[config.mk]
export PLATFORM = sky130hd
export DESIGN_NAME = sitl_cmp
export DESIGN_NICKNAME = d
export VERILOG_FILES = /design/src/rtl/core/sitl_pkg.sv /design/src/rtl/core/sitl_cmp.sv
export SDC_FILE = /design/constraint.sdc
export NUM_CORES = 1
export LEC_CHECK = 0
export BUFFER_PORTS_ARGS = -buffer_cell sky130_fd_sc_hd__buf_4
export CORE_MARGIN = 10
export CORE_UTILIZATION = 36
export DETAILED_ROUTE_END_ITERATION = 8
export GPL_TIMING_DRIVEN = 0
export PLACE_DENSITY_LB_ADDON = 0.08
export SYNTH_ARGS = -nofsm -noshare
export SYNTH_HDL_FRONTEND = slang
export SYNTH_SLANG_ARGS = --single-unit
[constraint.sdc]
create_clock -name vclk -period 2.4
set_input_delay 0.36 -clock vclk [all_inputs]
set_output_delay 0.36 -clock vclk [all_outputs]
set_load 0.005 [all_outputs]
[src/rtl/core/sitl_pkg.sv]
// Shared types and constants for the sorted interval table lookup core.
package sitl_pkg;

  localparam int TABLE_DEPTH = 256;
  localparam int IDX_W = $clog2(TABLE_DEPTH);
  localparam int CNT_W = $clog2(TABLE_DEPTH + 1);
  localparam int FRAME_W = 24;
  localparam int TAG_W = 12;

  localparam logic [1:0] MODE_INSERT = 2'd0;
  localparam logic [1:0] MODE_QUERY = 2'd1;
  localparam logic [1:0] MODE_CLEAR = 2'd2;

  localparam logic [1:0] STATUS_OK = 2'd0;
  localparam logic [1:0] STATUS_EMPTY = 2'd1;
  localparam logic [1:0] STATUS_FULL = 2'd2;

  localparam logic [CNT_W-1:0] DEPTH_CNT = CNT_W'(TABLE_DEPTH);

  typedef struct packed {
    logic [1:0]         mode;
    logic [FRAME_W-1:0] first_frame;
    logic [FRAME_W-1:0] limit_frame;
    logic [TAG_W-1:0]   tag;
    logic [FRAME_W-1:0] frame;
  } in_t;

  typedef struct packed {
    logic             hit;
    logic [TAG_W-1:0] hit_tag;
    logic [1:0]       insert_status;
  } out_t;

  typedef struct packed {
    logic [FRAME_W-1:0] first_frame;
    logic [FRAME_W-1:0] limit_frame;
    logic [TAG_W-1:0]   tag;
  } entry_t;

  typedef enum logic [2:0] {
    ST_IDLE,
    ST_SEARCH,
    ST_SEARCH_CMP,
    ST_CHECK,
    ST_SHIFT_RD,
    ST_SHIFT_WR,
    ST_PLACE
  } state_t;

endpackage

[src/rtl/core/sitl_cmp.sv]
// Shared frame comparator used by the sequencer's empty-interval check, search compares and end check.
module sitl_cmp (
  input  logic [sitl_pkg::FRAME_W-1:0] a,
  input  logic [sitl_pkg::FRAME_W-1:0] b,
  output logic                         lt
);

  assign lt = (a < b);

endmodule

# After elaboration in Yosys (flattened, before gate mapping)
# Index checks and enable logic that the tools add are counted.
[word_totals] ff_bits=0 input_bits=48 out_inout_bits=1 elab_cells=1
[classes] order_cmp=1
[ops] cell="< comparator 24 bit" count=1

# Depth between registers and ports, before layout
[logic_depth] ltp_word=1 mapped_depth=7 mapped_depth_nobuf=7

# Worst setup path after synthesis
# Ideal clock, no wire load.
[synth_timing] path_type="input to output" from="input b[9] (netlist bit)" to="output lt" arrival_ps=1346 required_ps=2040 setup_slack_ps=694 path_stages=7 path_buffers=0 path_cell_list="inv_1 -> ha_1 -> a21oi_2 -> nor2_1 -> a211oi_2 -> o2111ai_1 -> a21oi_1"
[synth_via] elab_chain_len=1
[synth_lines] item="start, declared" line="sitl_cmp.sv:4" rtl="input logic [sitl_pkg::FRAME_W-1:0] b,"
[synth_lines] item="< comparator 24 bit" line="sitl_cmp.sv:8" rtl="assign lt = (a < b);"
[synth_lines] item="end, declared" line="sitl_cmp.sv:5" rtl="output logic lt"
# No other way between the ends.

# Worst setup path after layout
[layout_timing] from="input a[9] (netlist bit)" to="output lt"
[layout_via] elab_chain_len=1
[layout_lines] item="start, declared" line="sitl_cmp.sv:3" rtl="input logic [sitl_pkg::FRAME_W-1:0] a,"
[layout_lines] item="< comparator 24 bit" line="sitl_cmp.sv:8"
# No other way between the ends.

==> metrics.txt <==
clock share of power=0%; top cell type's share of synthesized area=approximately half; Filler cells=~140; Die Span X=roughly 60 um; Setup CP Type=in -> out; Hold Slack=around 1.2 ns; drt wl/cell=approximately 12 um; nets@finish=around 200; peak per-stage delay on the critical path=between 0.3 and 0.4 ns; post-synth top area cell=ha_1; DR vias=approximately 700; PwrDens=between 150 and 200 mW/mm^2; n_diodes=0; die area=between 0.003 and 0.004 sq mm; area of the core=between 0.0015 and 0.002 sq mm; Iter 0 DRT Violations=1; Synth area leaders=ha_1 49%, inv_1 15%, a21oi_1 6.8%; worst-path fanout max=2; Final WS setup=roughly 0.39 ns; count of final setup violators=0; first-pass GRT wire length=between 2000 and 3000 um; Remaining Overflow, GRT=0; relative slew slack=between 70% and 80%; area grow syn2layout=66.1%; Int Pwr=0.0914 mW; sequential fraction of the synthesis area=0%; Reg power frac=0%; FF+latch count=0; DR pass1 iterations=2; Final HPWL DP=1650 um; status=completed; CP top delay family=compound AO/OA/AOI/OAI gates; Via density=between 4 and 5; Comb pwr share=100.0%; WP data arrival=approximately 1.7 ns; layout clock buffer count=0; vias in the first global route=between 600 and 700; Syn Inst Count=a little over 80; most used cell, CP=buf_4; Lkg Pwr=around 0.60 nW; Placement Setup Slack=0.367 ns; HP Class=in -> out; Finished Layout Cells=~150; final worst path period share=a little over four fifths; final slew viol count=0; final core occ=roughly 64%; Post-Synthesis Cell Area=a little under 600 sq um; Peak supply drop=roughly 73 uV; actual slew at the worst max-slew pin=0.327 ns; RSZ-0062 raised after global routing=false; setup TNS=0 ns; Critical path buffers and inverters=2; Fin. Hold Viols=0; switching share of total power=about 39%; Worst Setup SP=a[9]; overall power=between 0.1 and 0.15 mW; Synth Warn #=0; post-CTS sizing=0; Final Wtd Congestion=between 0.6 and 0.7; hold path start=a[23]; CP startpoint kind=input port; Final min period=approximately 2.0 ns; Mapped Nets=152; Avg Synthesized Cell Area=between 7 and 8 sq um; post-route ant nets=0; Area after DPL=around 970 sq um; die height=~60 um; Synth cell types=18; pin count of the biggest net entering global routing=4; Max-cap violations=0; cell count after placement=146; Critical Path, Cell by Cell=buf_4 > ha_1 > a21oi_2 > nor2_1 > a211oi_2 > o2111ai_1 > a21oi_1 > buf_4; hold_buf cts=0; # port buffers=49; layout cells sized above 1=40.8%; postcts setup bufs=0; design area=around 1000 sq um; CP max stage cell=ha_1; maximum clock frequency=slightly below 500 MHz; FP Rows=14; Setup crit end kind=output port; Initial Utilization=38.5%; Reg area=0 sq um; WP data required=2.04 ns; I/O pin count=49; switching pwr=approximately 0.058 mW; gr usage total=a little under a tenth; Post-Route WL=roughly 1700 um; DRC Markers=0; initial antenna violation count=0
-- cell families after synthesis --
group	after synthesis	synth area share, %
AO/OA/AOI/OAI	18	22.2
AND/OR/NAND/NOR	16	13.4
buffers and inverters	24	15.4
adder cells (fa/ha/maj)	23	49.0
-- power by group through the flow --
| stage | logic [mW] | registers, mW | clock network (mW) |
|---|---|---|---|
| 6_report | 0.149 | 0 | 0 |
| 5_1_grt | 0.172 | 0 | 0 |
| 4_1_cts | 0.152 | 0 | 0 |
| 3_5_place_dp | 0.151 | 0 | 0 |
| 3_3_place_gp | 0.147 | 0 | 0 |
| 2_1_floorplan | 0.0733 | 0 | 0 |
-- final timing paths --
| kind | endpoint | slack [ns] | depth (start not counted) |
|---|---|---|---|
| max | lt | 0.39 | 8 |
| min | lt | 1.21 | 6 |
-- cells in the mapped netlist (all sizes together) --
master and n:
a211oi 2, a221oi 1, o21ai 3, inv 24, o2111ai 1, nor2b 1, nand2 5, nand3 1
ha 23, nor2 3, a21oi 9, a21o 1, and3 1, a2111oi 1, nand4 5
-- cell type report --
type	instances	area, sq um	area share (%)
Tap cell	16	20.0	2.05
Multi-Input combinational cell	57	497	51.0
Inverter	24	90.1	9.24
Timing Repair Buffer	49	368	37.7
-- cell usage in the layout, fill, tap and decap left out, types with 2 or more instances in the layout --
cell type,count
buf_4,49
inv_1,24
ha_1,23
a21oi_1,8
nand2_1,5
nand4_1,5
nor2_1,3
o21ai_0,2
-- worst min-delay path: cells and delay by family --
family,cells,cell delay (ns)
adders and majority gates,1,0.14
AOI/OAI and AO/OA,3,0.15
buffers and inverters,2,0.21
-- metal layers --
layer	track usage, %	up-vias	wire length (um)
met2	18.1	26	887
met5	0	-	0
met1	9.48	280	573
met4	0.962	0	14
met3	3.34	2	209
li1	-	379	-
Power figures use the tool's default switching activity.
